$ cat src/design/gtg_pkg.sv
// Shared types, constants and tables of the go-to-goal steering block.
package gtg_pkg;

   // Default number of rotations in the bearing unit
   localparam int ANGLE_ITERATIONS_DEF = 16;

   // Entries in the arctangent table; rotations stop there
   localparam int ATAN_N = 24;

   // Fixed widths of the arithmetic
   localparam int DELTA_W = 25;   // axis error, Q8.16
   localparam int CRD_W   = 36;   // rotation unit x and y
   localparam int ANG_W   = 34;   // rotation unit angle, Q30
   localparam int ERR_W   = 21;   // bearing error, Q16
   localparam int TURN_W  = 30;   // unsaturated turn rate, Q16
   localparam int RAD_W   = 50;   // squared distance
   localparam int ROOT_W  = 25;   // distance
   localparam int QUO_W   = 26;   // speed quotient bits
   localparam int MUL_W   = 27;   // shared multiplier operand
   localparam int CNT_W   = 5;

   // Last step indexes of the iterative sections
   localparam logic [CNT_W-1:0] ITER_LAST = CNT_W'(ROOT_W - 1);
   localparam logic [CNT_W-1:0] DIV_LAST  = CNT_W'(QUO_W - 1);

   // Angle constants
   localparam logic signed [ANG_W-1:0] HALF_PI_Q30 = 34'sd1686629713;
   localparam logic signed [ERR_W-1:0] PI_Q16      = 21'sd205887;
   localparam logic signed [ERR_W-1:0] TWO_PI_Q16  = 21'sd411775;

   // Register indexes
   localparam logic [1:0] REG_TURN_GAIN   = 2'd0;
   localparam logic [1:0] REG_SPEED_GAIN  = 2'd1;
   localparam logic [1:0] REG_MIN_DIVISOR = 2'd2;
   localparam logic [1:0] REG_TOLERANCE   = 2'd3;

   // Datapath operations
   typedef enum logic [3:0] {
      OP_NONE, OP_LOAD, OP_SQX, OP_SQY, OP_SUM, OP_ITER,
      OP_TURN, OP_SPD, OP_DIVI, OP_DIV, OP_OUT
   } op_type;

   typedef struct packed {
      op_type           op;
      logic [CNT_W-1:0] step;
   } cmd_type;

   typedef struct packed {
      logic [15:0] turn_gain;
      logic [15:0] speed_gain;
      logic [19:0] min_divisor;
      logic [15:0] tolerance;
   } cfg_type;

   // Arctangent of 2^-i in Q30
   function automatic logic signed [ANG_W-1:0] atan_entry(input logic [CNT_W-1:0] idx);
      logic signed [ANG_W-1:0] v;
      case (idx)
         5'd0:  v = 34'sd843314857;
         5'd1:  v = 34'sd497837829;
         5'd2:  v = 34'sd263043837;
         5'd3:  v = 34'sd133525159;
         5'd4:  v = 34'sd67021687;
         5'd5:  v = 34'sd33543516;
         5'd6:  v = 34'sd16775851;
         5'd7:  v = 34'sd8388437;
         5'd8:  v = 34'sd4194283;
         5'd9:  v = 34'sd2097149;
         5'd10: v = 34'sd1048576;
         5'd11: v = 34'sd524288;
         5'd12: v = 34'sd262144;
         5'd13: v = 34'sd131072;
         5'd14: v = 34'sd65536;
         5'd15: v = 34'sd32768;
         5'd16: v = 34'sd16384;
         5'd17: v = 34'sd8192;
         5'd18: v = 34'sd4096;
         5'd19: v = 34'sd2048;
         5'd20: v = 34'sd1024;
         5'd21: v = 34'sd512;
         5'd22: v = 34'sd256;
         5'd23: v = 34'sd128;
         default: v = '0;
      endcase
      return v;
   endfunction

endpackage

$ cat src/design/gtg_dp.sv
// Datapath: shared multiplier, bearing rotations, square root and divider.
module gtg_dp #(
   parameter int ANGLE_ITERATIONS = gtg_pkg::ANGLE_ITERATIONS_DEF
) (
   input  logic                 clock,
   input  logic                 reset,
   input  gtg_pkg::cmd_type     cmd,
   input  gtg_pkg::cfg_type     cfg,
   input  logic signed [23:0]   req_pos_x,
   input  logic signed [23:0]   req_pos_y,
   input  logic signed [18:0]   req_heading,
   input  logic signed [23:0]   req_target_x,
   input  logic signed [23:0]   req_target_y,
   input  logic                 req_restart,
   output logic signed [23:0]   rsp_turn_rate,
   output logic [25:0]          rsp_forward_speed,
   output logic [1:0]           rsp_arrival_stage
);

   localparam int DW = gtg_pkg::DELTA_W;
   localparam int CW = gtg_pkg::CRD_W;
   localparam int AW = gtg_pkg::ANG_W;
   localparam int EW = gtg_pkg::ERR_W;
   localparam int TW = gtg_pkg::TURN_W;
   localparam int RW = gtg_pkg::RAD_W;
   localparam int SW = gtg_pkg::ROOT_W;
   localparam int QW = gtg_pkg::QUO_W;
   localparam int MW = gtg_pkg::MUL_W;

   logic signed [DW-1:0]   dx_ff, dy_ff, dx_new, dy_new;
   logic signed [18:0]     hd_ff;
   logic [1:0]             stage_ff, stage_in, stage_base;
   logic [DW-1:0]          adx, ady;
   logic signed [MW-1:0]   ma, mb;
   logic signed [2*MW-1:0] prod_ff;
   logic [RW-1:0]          rad_ff;
   logic [SW+1:0]          rem_ff;
   logic [SW-1:0]          root_ff;
   logic [SW+3:0]          rem_sh, trial;
   logic signed [CW-1:0]   cx_ff, cy_ff, cx0, cy0, xs, ys;
   logic signed [AW-1:0]   cz_ff, cz0;
   logic                   zero_ff;
   logic signed [AW-1:0]   zr;
   logic signed [EW-1:0]   bear, err_raw, err;
   logic signed [TW-1:0]   turn_ff;
   logic signed [2*MW-1:0] tr;
   logic [TW-1:0]          mag, floor_div, div_sel;
   logic [TW-1:0]          div_ff, drem_ff;
   logic [TW:0]            dr2;
   logic [41:0]            dvd;
   logic [QW-1:0]          dvd_ff, quo_ff;
   logic                   sat_ff;
   logic signed [23:0]     turn_o_ff;
   logic [25:0]            speed_o_ff;
   logic [1:0]             stage_o_ff;

   // Axis errors and arrival check of the incoming word
   assign dx_new = DW'(req_target_x) - DW'(req_pos_x);
   assign dy_new = DW'(req_target_y) - DW'(req_pos_y);
   assign adx    = dx_new[DW-1] ? DW'(-dx_new) : dx_new;
   assign ady    = dy_new[DW-1] ? DW'(-dy_new) : dy_new;

   always_comb begin
      stage_base = req_restart ? 2'd0 : stage_ff;
      stage_in   = stage_ff;
      if (cmd.op == gtg_pkg::OP_LOAD) begin
         stage_in = stage_base;
         if (adx <= DW'(cfg.tolerance) && ady <= DW'(cfg.tolerance) &&
             stage_base != 2'd3) begin
            stage_in = stage_base + 2'd1;
         end
      end
   end

   always_ff @(posedge clock) begin
      if (reset) begin
         stage_ff <= 2'd0;
      end else begin
         stage_ff <= stage_in;
      end
   end

   // Bearing error, rounded to Q16 and wrapped once
   assign zr      = zero_ff ? '0 : cz_ff;
   assign bear    = EW'((zr + AW'(8192)) >>> 14);
   assign err_raw = bear - EW'(hd_ff);
   always_comb begin
      if (err_raw < -gtg_pkg::PI_Q16) begin
         err = err_raw + gtg_pkg::TWO_PI_Q16;
      end else if (err_raw > gtg_pkg::PI_Q16) begin
         err = err_raw - gtg_pkg::TWO_PI_Q16;
      end else begin
         err = err_raw;
      end
   end

   // Multiplier operand select
   always_comb begin
      case (cmd.op)
         gtg_pkg::OP_SQX: begin
            ma = MW'(dx_ff);
            mb = MW'(dx_ff);
         end
         gtg_pkg::OP_SQY: begin
            ma = MW'(dy_ff);
            mb = MW'(dy_ff);
         end
         gtg_pkg::OP_TURN: begin
            ma = MW'({1'b0, cfg.turn_gain});
            mb = MW'(err);
         end
         gtg_pkg::OP_SPD: begin
            ma = MW'({1'b0, cfg.speed_gain});
            mb = MW'({1'b0, root_ff});
         end
         default: begin
            ma = '0;
            mb = '0;
         end
      endcase
   end

   // Rotation start: fold the left half plane onto the right
   always_comb begin
      cx0 = CW'(dx_ff) <<< 8;
      cy0 = CW'(dy_ff) <<< 8;
      cz0 = '0;
      if (dx_ff[DW-1]) begin
         if (!dy_ff[DW-1]) begin
            cx0 = CW'(dy_ff) <<< 8;
            cy0 = -(CW'(dx_ff) <<< 8);
            cz0 = gtg_pkg::HALF_PI_Q30;
         end else begin
            cx0 = -(CW'(dy_ff) <<< 8);
            cy0 = CW'(dx_ff) <<< 8;
            cz0 = -gtg_pkg::HALF_PI_Q30;
         end
      end
   end

   assign xs = cx_ff >>> cmd.step;
   assign ys = cy_ff >>> cmd.step;

   // Square root step: two radicand bits a cycle
   assign rem_sh = {rem_ff, rad_ff[RW-1:RW-2]};
   assign trial  = {2'b00, root_ff, 2'b01};

   // Divisor: larger of the turn magnitude and the floor
   assign tr        = prod_ff + (2*MW)'(128);
   assign mag       = turn_ff[TW-1] ? TW'(-turn_ff) : TW'(turn_ff);
   assign floor_div = (cfg.min_divisor == '0) ? TW'(1) : TW'(cfg.min_divisor);
   assign div_sel   = (mag > floor_div) ? mag : floor_div;
   assign dvd       = 42'(prod_ff[40:0]) + 42'(div_sel >> 1);
   assign dr2       = {drem_ff, dvd_ff[QW-1]};

   always_ff @(posedge clock) begin
      prod_ff <= ma * mb;
      case (cmd.op)
         gtg_pkg::OP_LOAD: begin
            dx_ff <= dx_new;
            dy_ff <= dy_new;
            hd_ff <= req_heading;
         end
         gtg_pkg::OP_SQY: begin
            rad_ff <= RW'(prod_ff);
         end
         gtg_pkg::OP_SUM: begin
            rad_ff  <= rad_ff + RW'(prod_ff);
            rem_ff  <= '0;
            root_ff <= '0;
            cx_ff   <= cx0;
            cy_ff   <= cy0;
            cz_ff   <= cz0;
            zero_ff <= (dx_ff == '0) && (dy_ff == '0);
         end
         gtg_pkg::OP_ITER: begin
            // Advance the square root
            rad_ff <= rad_ff << 2;
            if (rem_sh >= trial) begin
               rem_ff  <= (SW+2)'(rem_sh - trial);
               root_ff <= {root_ff[SW-2:0], 1'b1};
            end else begin
               rem_ff  <= (SW+2)'(rem_sh);
               root_ff <= {root_ff[SW-2:0], 1'b0};
            end
            // Advance the bearing rotation, no further than the table reaches
            if (32'(cmd.step) < ANGLE_ITERATIONS && 32'(cmd.step) < gtg_pkg::ATAN_N) begin
               if (cy_ff > 0) begin
                  cx_ff <= cx_ff + ys;
                  cy_ff <= cy_ff - xs;
                  cz_ff <= cz_ff + gtg_pkg::atan_entry(cmd.step);
               end else begin
                  cx_ff <= cx_ff - ys;
                  cy_ff <= cy_ff + xs;
                  cz_ff <= cz_ff - gtg_pkg::atan_entry(cmd.step);
               end
            end
         end
         gtg_pkg::OP_SPD: begin
            turn_ff <= tr[TW+7:8];
         end
         gtg_pkg::OP_DIVI: begin
            div_ff  <= div_sel;
            sat_ff  <= TW'(dvd[41:QW]) >= div_sel;
            drem_ff <= TW'(dvd[41:QW]);
            dvd_ff  <= dvd[QW-1:0];
         end
         gtg_pkg::OP_DIV: begin
            dvd_ff <= dvd_ff << 1;
            if (dr2 >= {1'b0, div_ff}) begin
               drem_ff <= TW'(dr2 - {1'b0, div_ff});
               quo_ff  <= {quo_ff[QW-2:0], 1'b1};
            end else begin
               drem_ff <= TW'(dr2);
               quo_ff  <= {quo_ff[QW-2:0], 1'b0};
            end
         end
         gtg_pkg::OP_OUT: begin
            if (turn_ff > TW'(24'sh7FFFFF)) begin
               turn_o_ff <= 24'sh7FFFFF;
            end else if (turn_ff < -TW'(25'sh800000)) begin
               turn_o_ff <= 24'sh800000;
            end else begin
               turn_o_ff <= turn_ff[23:0];
            end
            speed_o_ff <= sat_ff ? '1 : quo_ff;
            stage_o_ff <= stage_ff;
         end
         default: ;
      endcase
   end

   assign rsp_turn_rate     = turn_o_ff;
   assign rsp_forward_speed = speed_o_ff;
   assign rsp_arrival_stage = stage_o_ff;

endmodule

$ cat config.mk
export PLATFORM = sky130hd
export DESIGN_NAME = gtg_dp
export DESIGN_NICKNAME = d
export VERILOG_FILES = /design/src/design/gtg_pkg.sv /design/src/design/gtg_dp.sv
export SDC_FILE = /design/constraint.sdc
export NUM_CORES = 2
export LEC_CHECK = 0
export BUFFER_PORTS_ARGS = -buffer_cell sky130_fd_sc_hd__clkbuf_2
export CAP_MARGIN = 20
export CORE_ASPECT_RATIO = 0.5
export CORE_UTILIZATION = 45
export DETAILED_ROUTE_END_ITERATION = 10
export SLEW_MARGIN = 15
export SYNTH_ARGS = -nofsm -noshare
export SYNTH_HDL_FRONTEND = slang
export SYNTH_SLANG_ARGS = --single-unit
$ cat constraint.sdc
create_clock -name clock -period 14.64 [get_ports clock]
set_input_delay 3.66 -clock clock [delete_from_list [all_inputs] [get_ports clock]]
set_output_delay 3.66 -clock clock [all_outputs]
set_load 0.01 [all_outputs]
Word-level counts from Yosys, hierarchy flattened
Memory sizes are Yosys's and may differ from the RTL's.
Cells that the tools add are included.
W data, S select, Z words.
- multipliers: 1
- multiplexer cells: 43
- reductions and logical operators: 11
- shifts and indexed selects: 2
- magnitude comparators: 13
- add/sub/neg operators: 23
- equality and inequality tests: 12
- operators by type and width (cell ; number):
    $mux W34 ; 11
    $mux W36 ; 8
    $pmux W27 S4 ; 2
    $pmux W50 S3 ; 1
    $pmux W36 S2 ; 2
    $mux W30 ; 3
    $add A36 B36 Y36 ; 2
    $neg A33 Y36 ; 2
    $sshr A36 B5 Y36 ; 2
    $sub A36 B36 Y36 ; 2
    $pmux W34 S2 ; 1
    $pmux W30 S2 ; 1
    $pmux W27 S2 ; 1
    $pmux W26 S2 ; 1
    $add A50 B50 Y50 ; 1
    $le A25 B16 Y1 ; 2
    $logic_not A25 Y1 ; 2
    $mul A27 B27 Y50 ; 1
    $mux W25 ; 2
    $neg A25 Y25 ; 2
    $pmux W25 S2 ; 1
    $sub A24 B24 Y25 ; 2
    $add A41 B29 Y42 ; 1
    $mux W21 ; 2
    other kinds (36) ; 50
- output and inout port bits: 52
- register bits after elaboration: 525
- word-level logic and storage cells: 128
- memory bits (read-only): 1920
- input bits: 195
- memories: 2
- memory list (name ; words ; width ; rd ports ; clocked after Yosys merged registers in ; wr ports ; line ; RTL):
    (no name shown) ; 32 ; 30 ; 1 ; 0 ; 0 ; gtg_pkg.sv:58 ; case (idx)
    (no name shown) ; 32 ; 30 ; 1 ; 0 ; 0 ; gtg_pkg.sv:58 ;

Logic depth before layout (Yosys ltp)
- depth after elaboration: 8
- mapped depth: 53
- depth with buffers taken out: 50

Worst setup path after synthesis
Ideal clock, no wire load.
- kind: input to register
- start: input port cmd[5] (netlist name)
- end: register prod_ff[48]
- library setup time: 72 ps
- slack: 1066 ps
- arrival time: 13502 ps
- required time: 14568 ps
- stages: 33
- buffers on the path: 4
- path through: clkbuf_1 > nand2_1 > nor2_1 > clkbuf_1 > clkbuf_1 > nand2_1 > nand3_1 > buf_2 > nand2_1 > fa_1 > fa_1 > inv_1 > fa_1 > ha_1 > inv_1 > fa_1 > inv_1 > fa_1 > inv_1 > fa_1 > inv_1 > ha_1 > a21oi_1 > o21ai_0 > a21o_1 > a221o_1 > or3_1 > nor3_1 > nor3_1 > a221o_1 > a211o_1 > a21oi_1 > xnor2_1
- longest elaborated chain between the ends: 3
- elaborated cells on any way between the ends: 7
- classes of those cells: mul (1); eq/ne (4); mux (2)
- ends and longest elaborated chain (what ; line ; RTL):
    from (decl) ; gtg_dp.sv:7 ; input gtg_pkg::cmd_type cmd,
    $eq A4 B3 Y1 / $eq A4 B2 Y1 (equally long branches) ; gtg_dp.sv:99 ; case (cmd.op)
    $pmux W27 S4 ; gtg_dp.sv:99 ;
    $mul A27 B27 Y50 * ; gtg_dp.sv:157 ; prod_ff <= ma * mb;
    to (signal assigned) ; gtg_dp.sv:157 ;
    to (decl) ; gtg_dp.sv:35 ; logic signed [2*MW-1:0] prod_ff;
Mark *: on every way between the ends. The rest lies on a longest branch, timed or not.
A chain may end at the register's enable or synchronous reset.

Worst setup path after layout
- start: register cz_ff[15]
- end: register prod_ff[49]
- longest elaborated chain between the ends: 8
- elaborated cells on any way between the ends: 11
- classes of those cells: add/sub (4); mul (1); order compare (2); mux (4)
- ends and longest elaborated chain (what ; line ; RTL):
    from (decl) ; gtg_dp.sv:41 ; logic signed [AW-1:0] cz_ff, cz0;
    from (signal assigned) ; gtg_dp.sv:173 ; cz_ff <= cz0;
    from (signal assigned) ; gtg_dp.sv:191 ; cz_ff <= cz_ff + gtg_pkg::atan_entry(cmd.step);
    from (signal assigned) ; gtg_dp.sv:195 ; cz_ff <= cz_ff - gtg_pkg::atan_entry(cmd.step);
    $mux W34 * ; gtg_dp.sv:84 ; assign zr = zero_ff ? '0 : cz_ff;
    $add A34 B15 Y34 * ; gtg_dp.sv:85 ; assign bear = EW'((zr + AW'(8192)) >>> 14);
    $sub A20 B19 Y21 * ; gtg_dp.sv:86 ; assign err_raw = bear - EW'(hd_ff);
    $sub A21 B20 Y21 / $gt A21 B19 Y1 (equally long branches) ; gtg_dp.sv:91, gtg_dp.sv:90 ;
    $mux W21 ; gtg_dp.sv:90 ; end else if (err_raw > gtg_pkg::PI_Q16) begin
    $mux W21 * ; gtg_dp.sv:88 ; if (err_raw < -gtg_pkg::PI_Q16) begin
    $pmux W27 S4 * ; gtg_dp.sv:99 ;
    $mul A27 B27 Y50 * ; gtg_dp.sv:157 ;
Marked as above.

==> flow_summary.ini <==
[yosys]
syn_inst = 8146
yosys_most_used_dff = edfxtp_1
synth_area_um2 = 71950
synth_top_area_frac = 0.1974
ys_warn_count = 0
synth_nets = 9585
ys_ff_latch = 525
synth-edff-count = 473
yosysSeqAreaShare = 0.2119
yosysUniqueCellTypes = 110
synth_area_leaders = edfxtp_1, fa_1, ha_1
synth_area_per_cell_um2 = 8.832
synth_largest_area_cell = edfxtp_1
async_reset_ff_frac = 0

[routing]
drt_pass1_iterations = 6
vias = 59199
first_iter_violations = 5460
drcViolationCount = 0
viasPerCell = 5.686
wirelength_um = 222000
final_antenna_net_count = 0
avgRoutedWirePerCell_um = 21.33

[cts]
cts_buffers = 56
clkSlewWorstSetupHoldPaths_ns = 0.07
cts_resized = 0
clockRootBuffer = clkbuf_16
htree_levels = 2
postCtsSetupRepairBufs = 0
cts_tree = built
cts.sink_count = 525
clk_latency_ns = 0.69
clock_path_buffers = 3
cts_hold_buffers = 0

[grt]
grt_max_degree = 84
grt_pass1_wl_um = 342200
grt_overflow = 0
grt_use_total = 0.2719
grt_pass1_vias = 57411
antenna_found_initial = 1

[sta]
finalSetupViolations = 0
clock.fmax_ghz = 0.07489
hold-worst-slack_ns = 0.4423
finalHoldViolCount = 0
skew_ns = 0.03269
relSlewSlack = 0.2603
maxSlewViolCount = 0
rsz0062_at_grt = no
worst_slack_ns = 1.288
min_period_over_period = 0.9120
fin_crit_ns = 13.35
worstMarginPinSlew_ns = 1.110
tns_ns = 0

[power_and_ir_drop]
p_leak_nw = 35.12
internal_power_mw = 3.788
p_clk_frac = 0.274
seq_power_share = 0.317
pwr-share-comb = 0.409
irDropWorstVdd_mv = 0.1095
power_density_nw_per_um2 = 78.65
switching_power_mw = 2.316
power_mw = 6.105
swShare = 0.3794

[die]
die_w_um = 567.5
die_y_um = 284.7
ios = 247
num_rows = 103
start_util = 0.4546
core-area_um2 = 158300
dieArea_um2 = 161600

[setup_path]
worst-path-buf-inv = 5
path_delay_family = compound AO/OA/AOI/OAI gates
critPathMaxStageDelay_ns = 0.73
crit_fanout = 16
path_class = reg -> reg
cp_slowest_cell = a21boi_2
cp_common_cell = fa_1
critPathRequiredTime_ns = 15.20
crit_path_end_kind = flip-flop
critPathLaunchType = flip-flop
crit_arrival_ns = 13.91

[hold_path]
hold_path_class = reg -> reg

[layout]
finalInstanceArea_um2 = 77620
final_nets = 9701
syn_to_final_growth_pct = 7.887
final_util = 0.4905
final_layout_size_suffix_gt1_frac = 0.08822
n_fill_cell = 15168
stdcell_count = 10412

[placed_design]
hpwl_um = 178900
dp_cells = 10304
place_ws_ns = 0.9829
port_buffers = 246
place.gp.congestion = 0.9975
dpl_cell_area_um2 = 75500

[run_status]
run_status = finished, final reports clean

[job]
cap_violations = 0
==> final timing paths <==
check,cells after the start,endpoint,slack [ns],from
setup reg to reg,45,prod_ff[49]$_DFF_P_,1.29,cz_ff[15]$_DFFE_PP_
setup / recovery,45,prod_ff[49]$_DFF_P_,1.29,cz_ff[15]$_DFFE_PP_
hold / removal,0,quo_ff[18]$_DFFE_PP_,0.44,quo_ff[17]$_DFFE_PP_
hold reg to reg,0,quo_ff[18]$_DFFE_PP_,0.44,quo_ff[17]$_DFFE_PP_
==> area by class of cell <==
type                    instances  area (um^2)  area share
multi-input cells            6136        51110      0.6584
inverters                    1185         4448     0.05730
diodes                          3        7.507  0.00009672
well taps                    2100         2628     0.03385
clock buffers                  60         1438     0.01852
repair buffers                358         2079     0.02679
clock inverters                45        670.6    0.008640
flip-flops and latches        525        15240      0.1964
==> layout by cell type, fill, tap and decap left out, drive strengths merged, types with 48 or more instances in the layout <==
master / netlist / layout
mux2i: 89 / 89
nor2b: 63 / 63
xor2: 214 / 214
or3: 61 / 61
mux4: 82 / 82
nor4: 48 / 48
dfxtp: 52 / 52
buf: 86 / 115
edfxtp: 473 / 473
nand3: 142 / 142
nor3: 125 / 125
a211oi: 53 / 53
clkbuf: 214 / 303
inv: 1179 / 1186
xnor2: 332 / 332
o211ai: 66 / 66
nor2: 752 / 752
and3: 73 / 73
a31oi: 67 / 67
o31ai: 55 / 55
fa: 702 / 702
o21a: 111 / 111
and2: 49 / 49
or2: 72 / 72
ha: 542 / 542
o21ai: 421 / 421
a21oi: 405 / 405
nand2: 835 / 835
nand2b: 100 / 100
a21o: 168 / 168
==> power groups by stage <==
stage | clock network (mW) | logic (mW) | registers, mW
global route | 1.76 | 2.79 | 1.94
floorplan | 0 | 1.87 | 1.88
CTS | 1.71 | 2.48 | 1.93
detailed placement | 0 | 2.47 | 1.96
global placement | 0 | 2.45 | 1.96
finish | 1.67 | 2.50 | 1.94
==> sequential cells by signal, indices dropped and copies added (netlist names), 19 cells and up <==
name               flops
prod_ff               50
dy_ff                 25
rad_ff                50
quo_ff                26
cz_ff                 34
dvd_ff                26
cy_ff                 36
root_ff               25
turn_ff               30
dx_ff                 25
div_ff                30
rem_ff                27
rsp_forward_speed     26
rsp_turn_rate         24
hd_ff                 19
drem_ff               30
cx_ff                 36
==> layer usage <==
metal / part of all wire / wire (um) / track usage / vias up
li1: - / - / - / 27897
met1: 0.44 / 98400 / 0.3807 / 28697
met3: 0.085 / 18910 / 0.05175 / 379
met2: 0.44 / 97050 / 0.4281 / 2226
met5: 0 / 0 / 0 / -
met4: 0.035 / 7691 / 0.08069 / 0
==> cell families after synthesis <==
family | Yosys count | synth area share
xor+xnor | 547 | 0.06699
compound gates | 1690 | 0.1525
simple gates | 2439 | 0.1549
mux | 216 | 0.04509
buf+inv | 1485 | 0.07904
flops | 525 | 0.2119
fa+ha+maj | 1244 | 0.2896
==> synth_stat cells, types with 16 or more instances <==
cell and count:
a21boi_0 17, nor4_1 45, buf_2 45, buf_1 32
a211oi_1 50, nand4_1 46, inv_1 1174, o21ai_1 20
o21ai_0 399, nor3b_1 16, a211o_1 17, and3_1 73
o21bai_1 39, o21a_1 111, a31o_2 16, mux2_2 44
o31a_1 19, nor3_1 122, clkbuf_1 214, nor2_1 752
nand3_1 141, o31ai_1 52, nand2b_1 100, or2_2 64
nor2b_1 63, a31oi_1 66, ha_1 542, dfxtp_1 52
xnor2_1 331, a22oi_1 27, o41ai_1 19, o211ai_1 65
or3_1 60, a21oi_1 403, mux4_2 82, xor2_1 213
a21o_1 168, edfxtp_1 473, nand2_1 835, fa_1 702
mux2i_1 89, o22ai_1 36, and2_1 49
(Power assumes the default switching activity.)
