[config.mk]
export PLATFORM = sky130hd
export DESIGN_NAME = gtg_ctrl
export DESIGN_NICKNAME = d
export VERILOG_FILES = /design/src/design/gtg_pkg.sv /design/src/design/gtg_ctrl.sv
export SDC_FILE = /design/constraint.sdc
export NUM_CORES = 1
export LEC_CHECK = 0
export ABC_AREA = 1
export BUFFER_PORTS_ARGS = -buffer_cell sky130_fd_sc_hd__buf_2
export CORE_UTILIZATION = 55
export CTS_CLUSTER_DIAMETER = 50
export CTS_CLUSTER_SIZE = 25
export DETAILED_ROUTE_END_ITERATION = 16
export PLACE_DENSITY = 0.77
export SETUP_SLACK_MARGIN = 0.3
export SLEW_MARGIN = 20
export SYNTH_ARGS = -nofsm -noshare
export SYNTH_HDL_FRONTEND = slang
export SYNTH_SLANG_ARGS = --single-unit
[constraint.sdc]
create_clock -name clock -period 1.8 [get_ports clock]
set_input_delay 0.18 -clock clock [delete_from_list [all_inputs] [get_ports clock]]
set_output_delay 0.18 -clock clock [all_outputs]
set_load 0.03 [all_outputs]
[src/design/gtg_pkg.sv]
// Shared types, constants and tables of the go-to-goal steering block.
package gtg_pkg;

   // Default number of rotations in the bearing unit
   localparam int ANGLE_ITERATIONS_DEF = 16;

   // Entries in the arctangent table; rotations stop there
   localparam int ATAN_N = 24;

   // Fixed widths of the arithmetic
   localparam int DELTA_W = 25;   // axis error, Q8.16
   localparam int CRD_W   = 36;   // rotation unit x and y
   localparam int ANG_W   = 34;   // rotation unit angle, Q30
   localparam int ERR_W   = 21;   // bearing error, Q16
   localparam int TURN_W  = 30;   // unsaturated turn rate, Q16
   localparam int RAD_W   = 50;   // squared distance
   localparam int ROOT_W  = 25;   // distance
   localparam int QUO_W   = 26;   // speed quotient bits
   localparam int MUL_W   = 27;   // shared multiplier operand
   localparam int CNT_W   = 5;

   // Last step indexes of the iterative sections
   localparam logic [CNT_W-1:0] ITER_LAST = CNT_W'(ROOT_W - 1);
   localparam logic [CNT_W-1:0] DIV_LAST  = CNT_W'(QUO_W - 1);

   // Angle constants
   localparam logic signed [ANG_W-1:0] HALF_PI_Q30 = 34'sd1686629713;
   localparam logic signed [ERR_W-1:0] PI_Q16      = 21'sd205887;
   localparam logic signed [ERR_W-1:0] TWO_PI_Q16  = 21'sd411775;

   // Register indexes
   localparam logic [1:0] REG_TURN_GAIN   = 2'd0;
   localparam logic [1:0] REG_SPEED_GAIN  = 2'd1;
   localparam logic [1:0] REG_MIN_DIVISOR = 2'd2;
   localparam logic [1:0] REG_TOLERANCE   = 2'd3;

   // Datapath operations
   typedef enum logic [3:0] {
      OP_NONE, OP_LOAD, OP_SQX, OP_SQY, OP_SUM, OP_ITER,
      OP_TURN, OP_SPD, OP_DIVI, OP_DIV, OP_OUT
   } op_type;

   typedef struct packed {
      op_type           op;
      logic [CNT_W-1:0] step;
   } cmd_type;

   typedef struct packed {
      logic [15:0] turn_gain;
      logic [15:0] speed_gain;
      logic [19:0] min_divisor;
      logic [15:0] tolerance;
   } cfg_type;

   // Arctangent of 2^-i in Q30
   function automatic logic signed [ANG_W-1:0] atan_entry(input logic [CNT_W-1:0] idx);
      logic signed [ANG_W-1:0] v;
      case (idx)
         5'd0:  v = 34'sd843314857;
         5'd1:  v = 34'sd497837829;
         5'd2:  v = 34'sd263043837;
         5'd3:  v = 34'sd133525159;
         5'd4:  v = 34'sd67021687;
         5'd5:  v = 34'sd33543516;
         5'd6:  v = 34'sd16775851;
         5'd7:  v = 34'sd8388437;
         5'd8:  v = 34'sd4194283;
         5'd9:  v = 34'sd2097149;
         5'd10: v = 34'sd1048576;
         5'd11: v = 34'sd524288;
         5'd12: v = 34'sd262144;
         5'd13: v = 34'sd131072;
         5'd14: v = 34'sd65536;
         5'd15: v = 34'sd32768;
         5'd16: v = 34'sd16384;
         5'd17: v = 34'sd8192;
         5'd18: v = 34'sd4096;
         5'd19: v = 34'sd2048;
         5'd20: v = 34'sd1024;
         5'd21: v = 34'sd512;
         5'd22: v = 34'sd256;
         5'd23: v = 34'sd128;
         default: v = '0;
      endcase
      return v;
   endfunction

endpackage

[src/design/gtg_ctrl.sv]
// Sequencer that steps the datapath through one word.
module gtg_ctrl (
   input  logic                 clock,
   input  logic                 reset,
   input  logic                 req_valid,
   output logic                 req_stall,
   output logic                 rsp_valid,
   input  logic                 rsp_stall,
   output gtg_pkg::cmd_type     cmd
);

   typedef enum logic [9:0] {
      ST_IDLE = 10'b0000000001,
      ST_SQX  = 10'b0000000010,
      ST_SQY  = 10'b0000000100,
      ST_SUM  = 10'b0000001000,
      ST_ITER = 10'b0000010000,
      ST_TURN = 10'b0000100000,
      ST_SPD  = 10'b0001000000,
      ST_DIVI = 10'b0010000000,
      ST_DIV  = 10'b0100000000,
      ST_OUT  = 10'b1000000000
   } state_type;

   state_type                    state_ff, state_in;
   logic [gtg_pkg::CNT_W-1:0]    cnt_ff, cnt_in;
   logic                         valid_ff, valid_in;
   logic                         out_free;

   assign out_free = !valid_ff || !rsp_stall;

   // Next state and commands
   always_comb begin
      state_in = state_ff;
      cnt_in   = cnt_ff;
      valid_in = valid_ff && rsp_stall;
      cmd.op   = gtg_pkg::OP_NONE;
      cmd.step = cnt_ff;
      unique case (state_ff)
         ST_IDLE: begin
            if (req_valid) begin
               cmd.op   = gtg_pkg::OP_LOAD;
               state_in = ST_SQX;
            end
         end
         ST_SQX: begin
            cmd.op   = gtg_pkg::OP_SQX;
            state_in = ST_SQY;
         end
         ST_SQY: begin
            cmd.op   = gtg_pkg::OP_SQY;
            state_in = ST_SUM;
         end
         ST_SUM: begin
            cmd.op   = gtg_pkg::OP_SUM;
            cnt_in   = '0;
            state_in = ST_ITER;
         end
         ST_ITER: begin
            cmd.op = gtg_pkg::OP_ITER;
            cnt_in = cnt_ff + 1'b1;
            if (cnt_ff == gtg_pkg::ITER_LAST) begin
               state_in = ST_TURN;
            end
         end
         ST_TURN: begin
            cmd.op   = gtg_pkg::OP_TURN;
            state_in = ST_SPD;
         end
         ST_SPD: begin
            cmd.op   = gtg_pkg::OP_SPD;
            state_in = ST_DIVI;
         end
         ST_DIVI: begin
            cmd.op   = gtg_pkg::OP_DIVI;
            cnt_in   = '0;
            state_in = ST_DIV;
         end
         ST_DIV: begin
            cmd.op = gtg_pkg::OP_DIV;
            cnt_in = cnt_ff + 1'b1;
            if (cnt_ff == gtg_pkg::DIV_LAST) begin
               state_in = ST_OUT;
            end
         end
         ST_OUT: begin
            if (out_free) begin
               cmd.op   = gtg_pkg::OP_OUT;
               valid_in = 1'b1;
               state_in = ST_IDLE;
            end
         end
         default: state_in = ST_IDLE;
      endcase
   end

   always_ff @(posedge clock) begin
      if (reset) begin
         state_ff <= ST_IDLE;
         cnt_ff   <= '0;
         valid_ff <= 1'b0;
      end else begin
         state_ff <= state_in;
         cnt_ff   <= cnt_in;
         valid_ff <= valid_in;
      end
   end

   assign req_stall = (state_ff != ST_IDLE);
   assign rsp_valid = valid_ff;

endmodule

Word-level counts from Yosys, hierarchy flattened
Cells that the tools add are included.

operators by class
  add/sub/neg operators = 1
  $mul = 0
  divide/modulo/power cells = 0
  $lt $le $gt $ge = 0
  equality and inequality tests = 17
  shift operators = 0
  multiplexer cells = 11
  bitwise logic cells = 0
  reduce and logical (&&, ||, !) cells = 8

operators by type and width
  operator                                                                  number
  10-bit case mux with 10 select lines                                      1
  10-bit 2-to-1 mux                                                         4
  4-bit case mux with 10 select lines                                       1
  10-bit by 1-bit equality test with 1-bit output, second input constant    1
  10-bit equality test, second input constant                               1
  10-bit by 2-bit equality test with 1-bit output, second input constant    1
  10-bit by 3-bit equality test with 1-bit output, second input constant    1
  10-bit by 4-bit equality test with 1-bit output, second input constant    1
  10-bit by 5-bit equality test with 1-bit output, second input constant    1
  10-bit by 6-bit equality test with 1-bit output, second input constant    1
  10-bit by 7-bit equality test with 1-bit output, second input constant    1
  10-bit by 8-bit equality test with 1-bit output, second input constant    1
  10-bit by 9-bit equality test with 1-bit output, second input constant    1
  5-bit equality test, second input constant                                2
  10-bit by 1-bit inequality test with 1-bit output, second input constant  1
  5-bit case mux with 2 select lines                                        1
  2-bit inequality test, second input constant                              4
  5-bit by 1-bit adder with 5-bit output, second input constant             1
  4-bit 2-to-1 mux                                                          1
  4-bit AND reduction                                                       1
  2-bit OR reduction                                                        2
  1-bit 2-to-1 mux                                                          3
  1-bit zero test                                                           2
  2-bit nonzero test                                                        1
  2 further kinds                                                           2

storage, ports and cells
  flip-flop bits (word level) = 16
  latch bits = 0
  memory bits (writable) = 0
  bits in read-only memories = 0
  input bits = 4
  output and inout bits = 11
  logic and storage cells = 40
  memories kept = 0

Longest topological paths before layout
Gate-level depths: netlist of run 1.

  depth after elaboration = 4
  gate-level depth with buffers = 10
  gate-level depth less buffers = 10

Worst setup path after synthesis of run 1
No wires, ideal clock.

  path kind = register to output
  start point = reg state_ff[4]
  end point = out cmd[5] (netlist bit)
  data arrival time = 1.521 ns
  required time = 1.620 ns
  setup slack = 0.099 ns
  cell stages (with the launch flop) = 6
  path buffers = 0
  cell sequence = dfxtp_1 nor2_4 nand2_2 nor2_2 nand2_1 o2111ai_1

RTL lines
  what                    line             RTL
  from (decl)             gtg_ctrl.sv:25   state_type state_ff, state_in;
  from (signal assigned)  gtg_ctrl.sv:103  state_ff <= state_in;
  to (decl)               gtg_ctrl.sv:9    output gtg_pkg::cmd_type cmd

==> results of run 1 <==
-- cells by family (layout without fill, tap and decap cells) --
family                     after synthesis  count (layout)  synth area share
AOI/OAI and AO/OA                       11              11            0.0595
and+or+nand+nor                         89              89             0.450
adders and majority gates                3               3            0.0357
buffers and inverters                   35              64             0.125
DFF                                     16              16             0.305
xor gates and xnor gates                 3               3            0.0250
-- synth_stat cells --
cell type	number	area (um^2)
nand2_2	8	50.1
inv_1	32	120
dfxtp_1	16	320
ha_1	3	37.5
nand2_1	26	97.6
nand2_4	1	11.3
a21oi_1	9	45.0
o2111ai_1	1	8.76
a21oi_2	1	8.76
inv_2	2	7.51
clkbuf_1	1	3.75
nor2_4	2	22.5
nand3b_1	2	15.0
nand4_2	1	12.5
nand3_1	16	80.1
nor2_2	10	62.6
nand3_2	4	40.0
nor3_1	2	10.0
xor2_1	3	26.3
nand4_1	3	18.8
nor2_1	14	52.6
-- worst max-delay path by stage --
stage,start,endpoint,slack [ps],depth (start not counted)
2_1_floorplan,state_ff[4],cmd[5],320,5
3_3_place_gp,state_ff[4],cmd[5],330,8
3_5_place_dp,state_ff[4],cmd[5],300,8
4_1_cts,state_ff[6],cmd[6],200,8
5_1_grt,state_ff[1],cmd[7],40,8
6_report,state_ff[1],cmd[7],60,8
-- cells in the final DEF (no fill, tap or decap), drive strengths merged --
cell / instances
a21oi: 10
buf: 27
clkbuf: 3
dfxtp: 16
ha: 3
inv: 34
nand2: 35
nand3: 20
nand3b: 2
nand4: 4
nor2: 26
nor3: 2
o2111ai: 1
xor2: 3
-- final cells by class --
class,instances,area (um^2),area share
multi-input combinational,106,805,0.529
sequential,16,332,0.218
timing repair buffer,27,204,0.134
inverter,34,128,0.0839
tap,25,31.3,0.0206
clock buffer,3,22.5,0.0148
-- power by group --
group	internal, uW	switching (uW)	total, uW
clock	77.9	129	207
sequential	367	15.5	383
combinational	150	234	385
-- flip-flops by register name, indices dropped and copies added (netlist names) --
signal     cells
state_ff      10
rsp_valid      1
cnt_ff         5
-- per-layer routing --
metal	GRT usage	part of all wire
met2	0.500	0.51
met5	0	0
met3	0.0437	0.065
met4	0.106	0.047
met1	0.378	0.38
-- timing repair --
action / 4_1_cts / 5_1_grt
resized for setup: 39 / 31
setup buffers: 9 / 4
setup endpoints to repair: 5 / 17
hold buffers: 0 / 0
pin swaps: 11 / 15
-- worst register-to-register path, stage by stage (launching register included) --
cell and delay (ps):
dfxtp_4 370, nor2_4 160, nand2_4 110, nor2_4 180
buf_6 130, buf_6 90, nand3_4 70, nand2_4 100
inv_2 40, nand2_2 80, nor2_4 60, nand3b_1 90
inv_1 40
-- stage by stage --
step           total power [uW]   util  setup WS [ps]  hold WS, ps
6_report                    974  0.862           59.6          194
5_1_grt                    1000  0.862           42.2          224
4_1_cts                     859  0.771            196          194
3_5_place_dp                613  0.661            300          486
3_3_place_gp                612  0.661            328          482
2_1_floorplan               570      -            324          249
==> flow_summary.json, run 1 <==
{
  "outcome": "finished clean",
  "setup_violations": 0,
  "worstSetupPathType": "reg -> out",
  "syn2layout_area_growth_pct": 44.8,
  "synth-seq-area-share": 0.305,
  "hold_path_class": "in -> reg",
  "grt_max_degree": 13,
  "vias": 1192,
  "grt_first_pass_wirelength_um": 4340,
  "endpoint_kind": "output port",
  "reg2reg_to": "state_ff[6]",
  "min_period_ps": 1740,
  "hold_violations": 0,
  "drt-initial-drc-count": 51,
  "dr.pass1.iters": 4,
  "timing.final.crit_share": 0.967,
  "relSlewSlack": 0.774,
  "numCtsBuffers": 3,
  "clock_latency_ps": 300,
  "synthDistinctLibCells": 21,
  "r2r_start": "state_ff[4]",
  "grt_overflow": 0,
  "synthCells": 157,
  "cpLargestDelayFamily": "simple AND/OR/NAND/NOR gates",
  "num_rows": 15,
  "min_from": "rsp_stall",
  "syn_area_mm2": 0.00105,
  "grt_pass1_vias": 999,
  "vdd_drop_max_mv": 0.467,
  "coreArea_mm2": 0.00176,
  "cts_max_level": 1,
  "p_per_area_mw_per_mm2": 640,
  "syn_area_per_cell_um2": 6.69,
  "num-fill-cells": 111,
  "holdPathEnd": "rsp_valid",
  "max_stage_delay_ps": 360,
  "min_path_cells": 3,
  "die_width_um": 45.7,
  "power_leakage_uw": 0.000739,
  "syn_nets": 164,
  "remaining_drc_errors": 0,
  "post_drt_wl_per_cell_um": 16.5,
  "dp.cells": 195,
  "gp_congestion": 0.881,
  "clock.fmax_ghz": 0.575,
  "antenna_cells": 0,
  "cp.required_ps": 1620,
  "clockRootBuffer": "clkbuf_4",
  "dieArea_mm2": 0.00209,
  "placed_area_mm2": 0.00117,
  "ant_nets": 0,
  "clkTransAtPathRegs_ps": 110,
  "nNetsFinal": 195,
  "skew_ps": 6.54,
  "cp.arrival_ps": 1560,
  "die_y_um": 45.7,
  "cts_tree": "done",
  "clk_path_buf_depth": 2,
  "clock_sinks": 16,
  "final_layout_size_suffix_gt1_frac": 0.527,
  "maxSlewViolCount": 0,
  "ys_seq_elements": 16,
  "critical_path.cell_chain": "inv_1 > nand2_1 > nor2_2 > nand3_2 > nand2_2 > nor2_2 > inv_1 > buf_4",
  "fin_cells": 211,
  "avgViaCountPerCell": 5.65,
  "grt_use_total": 0.295,
  "r2r_cells": 12,
  "rsz0062_at_grt": "true",
  "path_buf_inv": 3,
  "yosysWarnings": 0,
  "crit_fanout": 3,
  "setup_tns_ps": 0,
  "io_buffers": 14,
  "ios": 15,
  "reg2reg_slack_ps": 180,
  "final_area_mm2": 0.00152,
  "worst_pin_slew_ps": 337,
  "grt_antenna_before_repair": 0,
  "startpoint_type": "flop",
  "routed_wl_um": 3490,
  "dpl.hpwl_um": 1750,
  "crit_slowest_cell": "dfxtp_2",
  "drv_cap": 0,
  "start_util": 0.596
}
(Power assumes the default switching activity.)
==> inputs of run 2 (changes only) <==
--- a/config.mk
+++ b/config.mk
@@ -12,7 +12,7 @@
 export CTS_CLUSTER_SIZE = 25
 export DETAILED_ROUTE_END_ITERATION = 16
 export PLACE_DENSITY = 0.77
-export SETUP_SLACK_MARGIN = 0.3
+export SETUP_SLACK_MARGIN = 0.2
 export SLEW_MARGIN = 20
 export SYNTH_ARGS = -nofsm -noshare
 export SYNTH_HDL_FRONTEND = slang
==> run 2 against run 1 <==
Clock skew down 5.8 ps; wire length down 5.4%; highest routed layer unchanged; critical path type unchanged; global-route usage down 1.3 points; register-to-register slack worse by 20 ps; cell count down 0.47%; maximum frequency up 0.47%; final area down 3.9%; core utilization down 3.3 points.
==> flow_summary.json, run 2 (synthesized netlist as in run 1, its figures left out) <==
{
  "outcome": "finished clean",
  "ant_nets": 0,
  "grt_pass1_vias": 965,
  "clkTransAtPathRegs_ps": 100,
  "grt_antenna_before_repair": 0,
  "m1WireLength_um": 1240,
  "setup_violations": 0,
  "crit_fanout": 5,
  "grt_use_total": 0.282,
  "worst_pin_slew_ps": 292,
  "p_per_area_mw_per_mm2": 673,
  "startpoint": "state_ff[9]",
  "final_common_cell": "inv_1",
  "io_buffers": 14,
  "path_buf_inv": 3,
  "grt_overflow": 0,
  "p_sw_uw": 358,
  "vdd_drop_max_mv": 0.552,
  "maxSlewViolCount": 0,
  "fin_cells": 210,
  "grt_first_pass_wirelength_um": 4150,
  "final_layout_size_suffix_gt1_frac": 0.476,
  "pwr-share-clk": 0.259,
  "rsz0062_at_grt": "true",
  "clock_sinks": 16,
  "clk_path_buf_depth": 2,
  "relSlewSlack": 0.805,
  "cts_tree": "done",
  "maxUsedRoutingLayer": "met4",
  "p_seq_frac": 0.392,
  "r2r_start": "state_ff[4]",
  "clock.fmax_ghz": 0.577,
  "remaining_drc_errors": 0,
  "cpLargestDelayFamily": "simple AND/OR/NAND/NOR gates",
  "setup_tns_ps": 0,
  "final_cell_mix": "inv_1 (26), nand2_1 (22), nor2_4 (12), nand3_1 (12), buf_4 (12)",
  "min_from": "rsp_stall",
  "p_comb_frac": 0.349,
  "numCtsBuffers": 3,
  "start_util": 0.596,
  "antenna_cells": 0,
  "dp.cells": 195,
  "max_stage_delay_ps": 370,
  "num_rows": 15,
  "vias": 1190,
  "switching_share": 0.363,
  "avgViaCountPerCell": 5.67,
  "critPathMostFrequentCell": "inv_2",
  "gp_congestion": 0.933,
  "drv_cap": 0,
  "largest_register_ffs": 10,
  "routed_wl_um": 3300,
  "startpoint_type": "flop",
  "dpl.hpwl_um": 1640,
  "drt-initial-drc-count": 51,
  "cts_max_level": 1,
  "grt_max_degree": 13,
  "coreArea_mm2": 0.00176,
  "critical_path.cell_chain": "inv_2 > nand2_4 > nor2_2 > nand2_2 > inv_2 > nor2_4 > o2111ai_4 > buf_6",
  "syn2layout_area_growth_pct": 39.2,
  "timing.final.crit_share": 0.962,
  "worstSetupPathType": "reg -> out",
  "final_util": 0.829,
  "power_leakage_uw": 0.000730,
  "wl_met2_um": 1630,
  "crit_slowest_cell": "dfxtp_1",
  "die_y_um": 45.7,
  "post-place-ws_ps": 377,
  "die_width_um": 45.7,
  "clockRootBuffer": "clkbuf_4",
  "endpoint_kind": "output port",
  "post_drt_wl_per_cell_um": 15.7,
  "cp.required_ps": 1620,
  "min_period_ps": 1730,
  "largest-register": "state_ff",
  "nNetsFinal": 193,
  "hold_path_class": "in -> reg",
  "dr_wl_met3_um": 279,
  "clock_latency_ps": 300,
  "whs_ps": 180,
  "cp.arrival_ps": 1550,
  "skew_ps": 0.781,
  "ios": 15,
  "hold_violations": 0,
  "p_int_uw": 627,
  "dr.pass1.iters": 4,
  "fin_ws_ps": 67.8,
  "dieArea_mm2": 0.00209
}
[run 2: path summary, 6_finish.rpt]
| kind | endpoint | slack (ps) | depth (start not counted) |
|---|---|---|---|
| setup / recovery | cmd[5] | 70 | 8 |
| hold reg to reg | cnt_ff[1] | 530 | 2 |
| setup reg to reg | state_ff[9] | 160 | 11 |
| hold / removal | rsp_valid | 180 | 3 |
[run 2: cell type report]
| cell class | instances | area [um^2] |
|---|---|---|
| Tap cell | 25 | 31.3 |
| Inverter | 34 | 128 |
| Clock buffer | 4 | 36.3 |
| Fill cell | 103 | 302 |
| Multi-Input combinational cell | 106 | 754 |
| Timing Repair Buffer | 25 | 174 |
| Sequential cell | 16 | 339 |
[run 2: metal layers]
layer / up-vias / global-route usage
met5: - / 0
met4: 0 / 0.176
met3: 19 / 0.0516
met2: 84 / 0.483
met1: 543 / 0.318
li1: 544 / -
[run 2: what timing repair did]
item,CTS,global route
endpoints found under the setup margin,4,7
hold buffers,0,0
pin swaps,13,15
gates resized for setup,36,22
setup buffers,5,6
[run 2: power by group through the flow]
stage               Clock, uW  Combinational (uW)  Sequential (uW)
global route              270                 363              387
floorplan                   0                 180              382
finish                    255                 343              386
global placement            0                 217              384
detailed placement          0                 220              386
CTS                       245                 269              381
[run 2: worst reg2reg max path, cell delays in order, from the launching register on]
cell and delay, ps:
dfxtp_2 350, nor2_4 160, nand2_4 100, nor2_4 180, nand2_4 90, buf_4 170
inv_2 60, nand2_1 100, nand2_1 120, nor2_2 50, nand2_1 80, a21oi_1 60
[run 2: stage by stage]
stage          total power, uW  cell area (um^2)
6_report                   985              1460
5_1_grt                   1020              1460
4_1_cts                    894              1330
3_5_place_dp               605              1150
3_3_place_gp               602              1150
2_1_floorplan              562              1060
==> inputs of run 3 (changes only) <==
--- a/config.mk
+++ b/config.mk
@@ -7,12 +7,12 @@
 export LEC_CHECK = 0
 export ABC_AREA = 1
 export BUFFER_PORTS_ARGS = -buffer_cell sky130_fd_sc_hd__buf_2
-export CORE_UTILIZATION = 55
+export CORE_UTILIZATION = 49
 export CTS_CLUSTER_DIAMETER = 50
 export CTS_CLUSTER_SIZE = 25
 export DETAILED_ROUTE_END_ITERATION = 16
-export PLACE_DENSITY = 0.77
-export SETUP_SLACK_MARGIN = 0.2
+export PLACE_DENSITY = 0.7
+export SETUP_SLACK_MARGIN = 0.1
 export SLEW_MARGIN = 20
 export SYNTH_ARGS = -nofsm -noshare
 export SYNTH_HDL_FRONTEND = slang
==> run 3 against run 2 <==
Cell count shrank 0.95%; final area down 5.6%; wire length shrank 19%; critical endpoint is now cmd[6]; hold slack better by 4.0 ps; first-iteration DRC count up 20%; flip-flop and latch count did not move; sequential power shrank 2%; global-route usage decreased by 6.8 points; combinational power shrank 14%.
==> flow_summary.json, run 3 (synthesized netlist as in run 1, its figures left out) <==
{
  "grt_overflow": 0,
  "grt_use_met3": 0.0377,
  "setup_tns_ps": 0,
  "clock.fmax_ghz": 0.581,
  "rsz0062_at_grt": "true",
  "grt_first_pass_wirelength_um": 3880,
  "routed_wl_um": 2690,
  "grt_use_total": 0.214,
  "remaining_drc_errors": 0,
  "post_drt_wl_per_cell_um": 12.9,
  "clockRootBuffer": "clkbuf_4",
  "crit_fanout": 3,
  "cts_max_level": 1,
  "final_util": 0.696,
  "fin_cells": 208,
  "vias": 1098,
  "reg2reg_to": "state_ff[6]",
  "skew_ps": 1.39,
  "ios": 15,
  "startpoint_type": "flop",
  "hold_violations": 0,
  "endpoint_kind": "output port",
  "pwr-share-clk": 0.272,
  "drt-initial-drc-count": 61,
  "gp_congestion": 0.866,
  "cts_tree": "done",
  "outcome": "finished clean",
  "ant_nets": 0,
  "antenna_cells": 0,
  "clk_path_buf_depth": 2,
  "clkTransAtPathRegs_ps": 100,
  "worstSetupPathType": "reg -> out",
  "dp.cells": 197,
  "vdd_drop_max_mv": 0.537,
  "avgViaCountPerCell": 5.28,
  "grt_antenna_before_repair": 0,
  "clock_latency_ps": 300,
  "grt_pass1_vias": 859,
  "min_period_ps": 1720,
  "cp.arrival_ps": 1540,
  "cp.required_ps": 1620,
  "p_int_uw": 602,
  "num_rows": 16,
  "numCtsBuffers": 3,
  "grt_max_degree": 13,
  "hold_path_class": "in -> reg",
  "busiest_layer": "met2",
  "p_comb_frac": 0.319,
  "power_leakage_uw": 0.000715,
  "grt_use_met1": 0.298,
  "relSlewSlack": 0.817,
  "worst_pin_slew_ps": 272,
  "io_buffers": 14,
  "start_util": 0.530,
  "whs_ps": 184,
  "dr.pass1.iters": 4,
  "r2r_cells": 12,
  "maxSlewViolCount": 0,
  "final_cell_mix": "inv_1 (28), nand2_1 (22), nand3_1 (13), buf_2 (10)",
  "setup_violations": 0,
  "syn2layout_area_growth_pct": 31.3,
  "final_layout_size_suffix_gt1_frac": 0.442,
  "largest_register_ffs": 10,
  "p_per_area_mw_per_mm2": 670,
  "drv_cap": 0,
  "coreArea_mm2": 0.00198,
  "r2r_start": "state_ff[0]",
  "p_sw_uw": 323,
  "startpoint": "state_ff[7]",
  "switching_share": 0.349,
  "dieArea_mm2": 0.00233,
  "crit_end": "cmd[6]",
  "min_from": "rsp_stall",
  "die_y_um": 48.3,
  "gr-usage-met2": 0.338,
  "reg2reg_slack_ps": 240,
  "nNetsFinal": 189,
  "die_width_um": 48.3,
  "largest-register": "state_ff",
  "p_seq_frac": 0.409,
  "clock_sinks": 16,
  "timing.final.crit_share": 0.956,
  "final_common_cell": "inv_1",
  "cts_hold_buf": 0,
  "dpl.hpwl_um": 1680
}
==> run 3: timing repair <==
item | CTS | global route
buffers inserted | 2 | 5
gates resized for setup | 9 | 38
endpoints found under the setup margin | 4 | 4
pin swaps | 1 | 8
==> run 3: area by class of cell <==
class / instances / area [um^2]
inverters: 34 / 130
flip-flops and latches: 16 / 337
fillers: 160 / 602
well taps: 27 / 33.8
clock buffers: 4 / 36.3
multi-input cells: 106 / 703
repair buffers: 21 / 140
==> run 3: metrics by stage <==
stage               setup slack (ps)  power [uW]  instance area [um^2]
floorplan                        280         562                  1060
global placement                 391         603                  1160
detailed placement               379         605                  1160
CTS                             89.8         872                  1230
global route                    20.8         973                  1380
finish                          79.9         925                  1380
==> run 3: critical path: stages (launching register included) <==
cell and delay, ps:
dfxtp_2 350, nor2_4 140, inv_2 70, nor2_4 180, nand3_2 130, nand2_4 110
inv_2 40, nand4_1 80, buf_6 140
==> run 3: power groups by stage <==
| stage | combinational (uW) | clock [uW] | sequential [uW] |
|---|---|---|---|
| 2_1_floorplan | 180 | 0 | 382 |
| 3_3_place_gp | 218 | 0 | 384 |
| 3_5_place_dp | 219 | 0 | 386 |
| 4_1_cts | 243 | 250 | 378 |
| 5_1_grt | 320 | 274 | 379 |
| 6_report | 295 | 252 | 378 |
==> run 3: how the worst min path moves through the flow <==
stage                              to  slack (ps)  cells past startpoint
after CTS                   rsp_valid         180                      3
final                       rsp_valid         180                      3
after floorplan           state_ff[4]         250                      1
after global routing        rsp_valid         200                      3
after global placement      rsp_valid         490                      3
after detailed placement    rsp_valid         490                      3
==> run 3: routing by layer <==
metal / wire [um] / vias up / part of all wire
li1: - / 537 / -
met4: 27 / 0 / 0.010
met2: 1380 / 42 / 0.51
met1: 1130 / 514 / 0.42
met3: 150 / 5 / 0.056
met5: 0 / - / 0
